File: src/hdl/tkdb_pkg.sv
`timescale 1ns / 1ps
// -----------------------------------------------------------------------------
// tkdb_pkg
// Shared types and constants for the touch key debounce and backlight block.
// -----------------------------------------------------------------------------
package tkdb_pkg;

	localparam int CHANNELS_DEF = 16;
	localparam int TOUCH_W      = 16;
	localparam int REG_IDX_W    = 2;
	localparam int CFG_DATA_W   = 16;

	// item modes
	localparam logic [1:0] MODE_TICK     = 2'd0;
	localparam logic [1:0] MODE_READ     = 2'd1;
	localparam logic [1:0] MODE_SET_DISP = 2'd2;

	// register indexes
	localparam logic [REG_IDX_W-1:0] REG_DEBOUNCE   = 2'd0;
	localparam logic [REG_IDX_W-1:0] REG_DISP_HOLD  = 2'd1;
	localparam logic [REG_IDX_W-1:0] REG_LIGHT_HOLD = 2'd2;

	// reset values
	localparam logic [7:0]  DEBOUNCE_RST    = 8'd5;
	localparam logic [15:0] DISP_HOLD_RST   = 16'd2000;
	localparam logic [15:0] LIGHT_HOLD_RST  = 16'd2000;
	localparam logic [15:0] DISP_TIMER_RST  = 16'd2000;

	typedef struct packed {
		logic [1:0]         mode;
		logic [TOUCH_W-1:0] touch_vector;
		logic [15:0]        display_time;
	} in_beat_t;

	typedef struct packed {
		logic               key_valid;
		logic [3:0]         key_channel;
		logic [TOUCH_W-1:0] accepted_mask;
		logic               beep;
		logic               display_on;
		logic [TOUCH_W-1:0] key_led_mask;
		logic [15:0]        display_time_left;
	} out_beat_t;

endpackage

File: src/hdl/tkdb_if.sv
`timescale 1ns / 1ps
// -----------------------------------------------------------------------------
// tkdb_if
// Valid/ready channels carrying input and result beats.
// -----------------------------------------------------------------------------
interface tkdb_in_if;
	logic               valid;
	logic               ready;
	tkdb_pkg::in_beat_t beat;

	modport source (output valid, output beat, input ready);
	modport sink   (input valid, input beat, output ready);
endinterface

interface tkdb_out_if;
	logic                valid;
	logic                ready;
	tkdb_pkg::out_beat_t beat;

	modport source (output valid, output beat, input ready);
	modport sink   (input valid, input beat, output ready);
endinterface

File: src/hdl/tkdb_scan.sv
`timescale 1ns / 1ps
// -----------------------------------------------------------------------------
// tkdb_scan
// Per-channel press counters; flags channels reaching the debounce count.
// -----------------------------------------------------------------------------
module tkdb_scan #(
	parameter int LANES = 16
) (
	input  logic             clk,
	input  logic             arst_n,
	input  logic             tick_en,
	input  logic [LANES-1:0] touch,
	input  logic [7:0]       debounce_count,
	output logic [LANES-1:0] accepted
);

	logic [7:0] cnt_q   [LANES];
	logic [7:0] cnt_nxt [LANES];

	always_comb begin
		for (int j = 0; j < LANES; j++) begin
			accepted[j] = 1'b0;
			cnt_nxt[j]  = 8'd0;
			if (touch[j]) begin
				cnt_nxt[j] = cnt_q[j];
				if (cnt_q[j] < debounce_count) begin
					cnt_nxt[j]  = cnt_q[j] + 8'd1;
					accepted[j] = (cnt_q[j] + 8'd1) == debounce_count;
				end
			end
		end
	end

	always_ff @(posedge clk or negedge arst_n) begin
		if (!arst_n) begin
			for (int j = 0; j < LANES; j++) cnt_q[j] <= 8'd0;
		end else if (tick_en) begin
			for (int j = 0; j < LANES; j++) cnt_q[j] <= cnt_nxt[j];
		end
	end

endmodule

File: src/hdl/touch_key_debounce_backlight_top.sv
`timescale 1ns / 1ps
// -----------------------------------------------------------------------------
// touch_key_debounce_backlight_top
// Debounces touch channels, drives key and display backlights with hold
// timers, beeps on accepted keys and latches one key for the host to read.
// -----------------------------------------------------------------------------
//
//  channel  | dir | handshake        | beat contents
//  ---------+-----+------------------+------------------------------------------
//  sample   | in  | valid / ready    | mode, touch_vector, display_time
//  result   | out | valid / ready    | key_valid, key_channel, accepted_mask,
//           |     |                  | beep, display_on, key_led_mask,
//           |     |                  | display_time_left
//  cfg      | in  | cfg_wr_en only   | cfg_index, cfg_wdata (no read-back)
//
//  One beat per cycle while result is not stalled; an accepted beat passes
//  through the input register and then the result register onto result.
//  All channels are evaluated in parallel by the scan logic.
//  Reset clears control state and loads the timers and registers with their
//  defaults; no clearing pass is needed. A stall on result holds the result
//  register and the input register; sample stays ready while either is free.
//
module touch_key_debounce_backlight_top #(
	parameter int CHANNELS = tkdb_pkg::CHANNELS_DEF
) (
	input  logic                             clk,
	input  logic                             arst_n,
	tkdb_in_if.sink                          sample,
	tkdb_out_if.source                       result,
	input  logic                             cfg_wr_en,
	input  logic [tkdb_pkg::REG_IDX_W-1:0]   cfg_index,
	input  logic [tkdb_pkg::CFG_DATA_W-1:0]  cfg_wdata
);

	// Only the low touch bits can ever be pressed; channels above stay idle.
	localparam int LANES = (CHANNELS < tkdb_pkg::TOUCH_W) ? CHANNELS : tkdb_pkg::TOUCH_W;
	localparam int IDX_W = (LANES > 1) ? $clog2(LANES) : 1;

	// configuration registers
	logic [7:0]  debounce_q;
	logic [15:0] disp_hold_q;
	logic [15:0] light_hold_q;

	// input stage
	logic               valid_s1;
	tkdb_pkg::in_beat_t beat_s1;

	// block state
	logic             pend_valid_q;
	logic [IDX_W-1:0] pend_key_q;
	logic [15:0]      disp_timer_q;
	logic [15:0]      light_timer_q;
	logic             disp_lit_q;
	logic [LANES-1:0] lit_keys_q;

	// result register
	logic                result_valid_q;
	tkdb_pkg::out_beat_t result_q;

	logic advance;
	logic tick_en;

	// scan results and next-state values
	logic [LANES-1:0] touch_s1;
	logic [LANES-1:0] accepted;
	logic [LANES-1:0] lower_pressed;
	logic [LANES-1:0] wake;
	logic [LANES-1:0] low_mask;
	logic             any_press;
	logic             any_acc;
	logic [IDX_W-1:0] hi_idx;
	logic             hi_wake;
	logic [15:0]      disp_reload;
	logic [15:0]      light_reload;

	logic             pend_valid_nxt;
	logic [IDX_W-1:0] pend_key_nxt;
	logic [15:0]      disp_timer_nxt;
	logic [15:0]      light_timer_nxt;
	logic             disp_lit_nxt;
	logic [LANES-1:0] lit_keys_nxt;
	tkdb_pkg::out_beat_t result_nxt;

	// Move the input register whenever the result register can take its beat.
	assign advance      = !result_valid_q || result.ready;
	assign sample.ready = !valid_s1 || advance;
	assign tick_en      = valid_s1 && advance && (beat_s1.mode == tkdb_pkg::MODE_TICK);
	assign touch_s1     = beat_s1.touch_vector[LANES-1:0];

	assign result.valid = result_valid_q;
	assign result.beat  = result_q;

	// configuration writes
	always_ff @(posedge clk or negedge arst_n) begin
		if (!arst_n) begin
			debounce_q   <= tkdb_pkg::DEBOUNCE_RST;
			disp_hold_q  <= tkdb_pkg::DISP_HOLD_RST;
			light_hold_q <= tkdb_pkg::LIGHT_HOLD_RST;
		end else if (cfg_wr_en) begin
			case (cfg_index)
				tkdb_pkg::REG_DEBOUNCE:   debounce_q   <= cfg_wdata[7:0];
				tkdb_pkg::REG_DISP_HOLD:  disp_hold_q  <= cfg_wdata;
				tkdb_pkg::REG_LIGHT_HOLD: light_hold_q <= cfg_wdata;
				default: ;
			endcase
		end
	end

	tkdb_scan #(
		.LANES (LANES)
	) u_scan (
		.clk            (clk),
		.arst_n         (arst_n),
		.tick_en        (tick_en),
		.touch          (touch_s1),
		.debounce_count (debounce_q),
		.accepted       (accepted)
	);

	// A channel sees the display timer as reloaded once any lower channel
	// is pressed, otherwise as it stood at the start of the tick.
	always_comb begin
		hi_idx  = '0;
		hi_wake = 1'b0;
		for (int j = 0; j < LANES; j++) begin
			low_mask         = (LANES'(1) << j) - LANES'(1);
			lower_pressed[j] = |(touch_s1 & low_mask);
			wake[j]          = accepted[j] &&
				(lower_pressed[j] ? (disp_hold_q == 16'd0) : (disp_timer_q == 16'd0));
		end
		// highest accepted channel decides the pending key
		for (int j = 0; j < LANES; j++) begin
			if (accepted[j]) begin
				hi_idx  = IDX_W'(j);
				hi_wake = wake[j];
			end
		end
	end

	assign any_press    = |touch_s1;
	assign any_acc      = |accepted;
	assign disp_reload  = any_press ? disp_hold_q : disp_timer_q;
	assign light_reload = any_press ? light_hold_q : light_timer_q;

	always_comb begin
		pend_valid_nxt  = pend_valid_q;
		pend_key_nxt    = pend_key_q;
		disp_timer_nxt  = disp_timer_q;
		light_timer_nxt = light_timer_q;
		disp_lit_nxt    = disp_lit_q;
		lit_keys_nxt    = lit_keys_q;
		result_nxt      = '0;

		case (beat_s1.mode)
			tkdb_pkg::MODE_TICK: begin
				if (any_acc) begin
					pend_valid_nxt = !hi_wake;
					pend_key_nxt   = hi_wake ? '0 : hi_idx;
				end
				// count down, drop the lights of an expired timer
				if (disp_reload != 16'd0) begin
					disp_timer_nxt = disp_reload - 16'd1;
					disp_lit_nxt   = disp_lit_q || (|wake);
				end else begin
					disp_timer_nxt = 16'd0;
					disp_lit_nxt   = 1'b0;
				end
				if (light_reload != 16'd0) begin
					light_timer_nxt = light_reload - 16'd1;
					lit_keys_nxt    = lit_keys_q | accepted;
				end else begin
					light_timer_nxt = 16'd0;
					lit_keys_nxt    = '0;
				end
				result_nxt.accepted_mask = tkdb_pkg::TOUCH_W'(accepted);
				result_nxt.beep          = any_acc;
			end
			tkdb_pkg::MODE_READ: begin
				result_nxt.key_valid   = pend_valid_q;
				result_nxt.key_channel = pend_valid_q ? 4'(pend_key_q) : 4'd0;
				pend_valid_nxt         = 1'b0;
				pend_key_nxt           = '0;
			end
			tkdb_pkg::MODE_SET_DISP: begin
				disp_timer_nxt = beat_s1.display_time;
				disp_lit_nxt   = 1'b1;
			end
			default: ;
		endcase

		result_nxt.display_on        = disp_lit_nxt;
		result_nxt.key_led_mask      = tkdb_pkg::TOUCH_W'(lit_keys_nxt);
		result_nxt.display_time_left = disp_timer_nxt;
	end

	// input register control
	always_ff @(posedge clk or negedge arst_n) begin
		if (!arst_n) begin
			valid_s1 <= 1'b0;
		end else if (sample.ready) begin
			valid_s1 <= sample.valid;
		end
	end

	always_ff @(posedge clk) begin
		if (sample.ready && sample.valid) begin
			beat_s1 <= sample.beat;
		end
	end

	// state and result register control
	always_ff @(posedge clk or negedge arst_n) begin
		if (!arst_n) begin
			pend_valid_q   <= 1'b0;
			pend_key_q     <= '0;
			disp_timer_q   <= tkdb_pkg::DISP_TIMER_RST;
			light_timer_q  <= tkdb_pkg::LIGHT_HOLD_RST;
			disp_lit_q     <= 1'b0;
			lit_keys_q     <= '0;
			result_valid_q <= 1'b0;
		end else if (advance) begin
			result_valid_q <= valid_s1;
			if (valid_s1) begin
				pend_valid_q  <= pend_valid_nxt;
				pend_key_q    <= pend_key_nxt;
				disp_timer_q  <= disp_timer_nxt;
				light_timer_q <= light_timer_nxt;
				disp_lit_q    <= disp_lit_nxt;
				lit_keys_q    <= lit_keys_nxt;
			end
		end
	end

	always_ff @(posedge clk) begin
		if (advance && valid_s1) begin
			result_q <= result_nxt;
		end
	end

endmodule

File: src/flat_wrapper.sv
// flat-port wrapper written by rule: the top's interface ports become plain ports
module touch_key_debounce_backlight_top_flat 
#(
	parameter int CHANNELS = tkdb_pkg::CHANNELS_DEF
)
  (clk, arst_n, cfg_wr_en, cfg_index, cfg_wdata, sample_valid, sample_beat, sample_ready, result_valid, result_beat, result_ready);
  tkdb_in_if sample_i ();
  tkdb_out_if result_i ();
  input  logic clk;
  input  logic arst_n;
  input  logic cfg_wr_en;
  input  logic [tkdb_pkg::REG_IDX_W-1:0] cfg_index;
  input  logic [tkdb_pkg::CFG_DATA_W-1:0] cfg_wdata;
  input wire logic [$bits(sample_i.valid)-1:0] sample_valid;
  input wire logic [$bits(sample_i.beat)-1:0] sample_beat;
  output wire logic [$bits(sample_i.ready)-1:0] sample_ready;
  output wire logic [$bits(result_i.valid)-1:0] result_valid;
  output wire logic [$bits(result_i.beat)-1:0] result_beat;
  input wire logic [$bits(result_i.ready)-1:0] result_ready;
  assign sample_i.valid = sample_valid;
  assign sample_i.beat = sample_beat;
  assign sample_ready = sample_i.ready;
  assign result_valid = result_i.valid;
  assign result_beat = result_i.beat;
  assign result_i.ready = result_ready;
  touch_key_debounce_backlight_top #(.CHANNELS(CHANNELS)) u_core (.clk(clk), .arst_n(arst_n), .sample(sample_i), .result(result_i), .cfg_wr_en(cfg_wr_en), .cfg_index(cfg_index), .cfg_wdata(cfg_wdata));
endmodule
File: config.mk
export PLATFORM = sky130hd
export DESIGN_NAME = touch_key_debounce_backlight_top_flat
export DESIGN_NICKNAME = d
export VERILOG_FILES = /design/src/hdl/tkdb_pkg.sv /design/src/hdl/tkdb_if.sv /design/src/hdl/tkdb_scan.sv /design/src/hdl/touch_key_debounce_backlight_top.sv /design/src/flat_wrapper.sv
export SDC_FILE = /design/constraint.sdc
export NUM_CORES = 1
export LEC_CHECK = 0
export BUFFER_PORTS_ARGS = -buffer_cell sky130_fd_sc_hd__buf_2
export CELL_PAD_IN_SITES_DETAIL_PLACEMENT = 0
export CELL_PAD_IN_SITES_GLOBAL_PLACEMENT = 1
export CORE_AREA = 2 2 273 275
export DETAILED_ROUTE_END_ITERATION = 7
export DIE_AREA = 0 0 275 277
export GPL_TIMING_DRIVEN = 0
export PLACE_DENSITY = 0.59
export SLEW_MARGIN = 10
export SYNTH_ARGS = -nofsm -noshare
export SYNTH_HDL_FRONTEND = slang
export SYNTH_SLANG_ARGS = --single-unit
File: constraint.sdc
create_clock -name clk -period 5.5 [get_ports clk]
set_input_delay 0.55 -clock clk [delete_from_list [all_inputs] [get_ports clk]]
set_output_delay 0.55 -clock clk [all_outputs]
set_load 0.05 [all_outputs]
==> results.toml <==
[synth]
yosys_warnings = 0
synth-edff-count = 89
synthesis.area_sq_um = 21750
ys_ff_latch = 313
yosys.cell_count.top_type = "nand2_1"
netlist_top_cells_count = "270 x nand2_1, 198 x dfrtp_1, 191 x o21ai_0, 147 x ha_1, 135 x nor2_1"
synth_top_flop_cell = "dfrtp_1"
synth_cell_type_count = 91
postSynthCellCount = 2378
ys_top_cells_by_area = "dfrtp_1 23%, edfxtp_1 12%, ha_1 8.5%"
seq_area_frac_synth = 0.3821
synthArstFlopShare = 0.7157
synth_top_cell_area_share = 0.2278
synth_top_area_cell = "dfrtp_1"
synthesis.nets = 2582
syn_area_per_cell_sq_um = 9.145

[place]
portBuffers = 113
dp_hpwl_um = 54790
placedCellCount = 3465
gp_congestion = 0.8956

[power_and_ir_drop]
power.switching_w = 0.003269
p_per_area_nw_per_um2 = 352.2
max-vdd-ir-drop_uv = 218.5
pwr-share-seq = 0.373
p_leak_nw = 10.25
power_frac_clock = 0.314
combPwrFrac = 0.313
power.share.switching = 0.3687
p_int_w = 0.005596

[grt]
grt_max_degree = 86
grt_overflow = 0
antenna_found_initial = 2
grtUsageTotal = 0.1997
grt_pass1_wl_um = 116700
grt_pass1_vias = 18700

[cts]
clockBufferDepth = 3
cts_tree = "yes"
clock_latency_ps = 570
cts-root-buf = "clkbuf_16"
cts_sinks = 313
clk_pin_slew_worst_paths_ps = 60
htreeDepth = 2
cts-buffers-inserted = 40

[finish]
nNetsFinal = 2746
fin_cells = 3542
area_delta_synth_final_pct = 15.74
drive_gt1_frac = 0.1325
diodes = 0

[critical_path]
worstSetupEndpointType = "flip-flop"
crit_path_max_fanout = 10
arrival_ps = 5470
crit_required_ps = 5820
startpoint_type = "flip-flop"
crit_type = "flip-flop to flip-flop"

[timing]
worst_slew_pin_slew_ps = 1211
slew_headroom = 0.1930
slew_viol_final = 0
setup_viol = 0
hold_viol_final = 0
rsz0062_at_grt = "no"
fmaxAchievable_ghz = 0.1942
clock_skew_ps = 22.54
post-route-period-util = 0.9364
whs_ps = 150.4
period_minus_slack_ps = 5150

[flow_run]
cap_violations = 0

[floorplanning]
num_rows = 100
dieArea_sq_um = 76180
die_height_um = 277
coreArea_sq_um = 73570
dieWidth_um = 275
start_util = 0.2956
io_pins = 114

[hold_path]
hp-class = "input pin to flip-flop"

[detailed_routing]
vias = 19250
route.detailed.drc = 0
viasPerCell = 5.435
drtPass1Iterations = 6
routedWlPerCell_um = 21.67
drt_wl_total_um = 76770
drtAntennaViolNets = 0
dr.first_iter.drc_count = 1366

[status]
status = "finished clean"
## timing repair
item                       CTS  global route
gates resized for setup     17            10
setup endpoints to repair   85            61
hold buffers                 1             0
pin swaps                    1             0
buffers inserted            10             0
hold endpoints to repair    29             0
## worst paths after layout
kind | depth (start not counted) | start | slack, ps | end
worst max-delay path | 18 | u_core.touch_s1[10]$_DFFE_PP_ | 350 | u_core.result.beat[8]$_DFFE_PP_
worst min register to register | 2 | u_core.light_timer_q[10]$_DFFE_PN1P_ | 480 | u_core.light_timer_q[10]$_DFFE_PN1P_
min in group asynchronous | 2 | arst_n | 530 | u_core.u_scan.cnt_q[120]$_DFFE_PN0P_
worst min-delay path | 1 | sample_beat[19] | 150 | u_core.touch_s1[3]$_DFFE_PP_
max in group asynchronous | 4 | arst_n | 3670 | u_core.disp_hold_q[14]$_DFFE_PN0P_
worst max register to register | 18 | u_core.touch_s1[10]$_DFFE_PP_ | 350 | u_core.result.beat[8]$_DFFE_PP_
## final cells by class
class | count | area (sq um)
Fill cell | 7560 | 48400
Multi-Input combinational cell | 1879 | 12760
Sequential cell | 313 | 8312
Tap cell | 969 | 1212
Clock buffer | 52 | 1076
Timing Repair Buffer | 129 | 793.3
Buffer | 112 | 479.2
Clock inverter | 21 | 279.0
Inverter | 67 | 261.5
## through the flow
step           total power [W]  setup slack (ps)    util  cell area (sq um)  TNS, ps
6_report              0.008865             349.5  0.3421              25170        0
5_1_grt               0.009427             52.79  0.3421              25170        0
4_1_cts               0.008936            0.6470  0.3420              25160        0
3_5_place_dp          0.006078             -1789  0.3216              23660   -84500
3_3_place_gp          0.006012             -2119  0.3198              23530  -306690
2_1_floorplan         0.005165             421.6       -              21750        0
## power groups by stage
stage / Clock, W / Combinational [W] / Sequential, W
global placement: 0 / 0.00271 / 0.00330
detailed placement: 0 / 0.00277 / 0.00331
CTS: 0.00285 / 0.00281 / 0.00328
global route: 0.00295 / 0.00312 / 0.00336
floorplan: 0 / 0.00187 / 0.00330
finish: 0.00278 / 0.00278 / 0.00331
## flip-flops by register name, indices dropped and copies added, names as in the netlist
name / count
u_core.result.valid: 1
u_core.valid_s1: 1
u_core.result.beat: 55
u_core.lit_keys_q: 16
u_core.u_scan.cnt_q: 128
u_core.light_hold_q: 16
u_core.light_timer_q: 16
u_core.touch_s1: 16
u_core.pend_valid_q: 1
u_core.debounce_q: 8
u_core.disp_timer_q: 16
u_core.disp_lit_q: 1
u_core.pend_key_q: 4
u_core.disp_hold_q: 16
u_core.beat_s1: 18
## layout by cell type (no fill, tap or decap), drive strengths merged, types with 67 or more instances in the layout
cell type	count
nand2	270
dfrtp	198
o21ai	195
clkbuf	150
ha	147
buf	142
nor2	136
nor3	98
a21oi	97
xnor2	90
edfxtp	89
nand3	74
inv	67
## metal layers
| layer | up-vias | track usage | part of all wire |
|---|---|---|---|
| li1 | 9157 | - | - |
| met5 | - | 0 | 0 |
| met1 | 9496 | 0.2773 | 0.46 |
| met2 | 494 | 0.3237 | 0.46 |
| met4 | 0 | 0.05877 | 0.027 |
| met3 | 105 | 0.02436 | 0.047 |
## logic make-up (layout without fill, tap and decap cells)
group / Yosys count / in the layout / share of synthesized area
adders and majority gates: 147 / 147 / 0.08457
AOI/OAI and AO/OA: 623 / 623 / 0.1902
and+or+nand+nor: 870 / 870 / 0.2041
buffers and inverters: 186 / 381 / 0.03377
xor gates and xnor gates: 144 / 144 / 0.05799
muxes: 95 / 95 / 0.04724
DFF: 313 / 313 / 0.3821
## critical path, stage by stage (launching register included)
cell and delay (ps):
edfxtp_1 510, or3_4 480, or4_4 490, or3_1 350, buf_6 180, clkbuf_1 260, clkbuf_1 350, clkbuf_1 400
nand2_1 160, o21ai_0 120, inv_1 100, ha_1 190, a21boi_4 340, nand2_1 110, xnor2_1 150, nand2_1 90
o21ai_0 110, a22o_1 240, mux2_2 260
No activity file was read; power rests on OpenSTA's default activity.
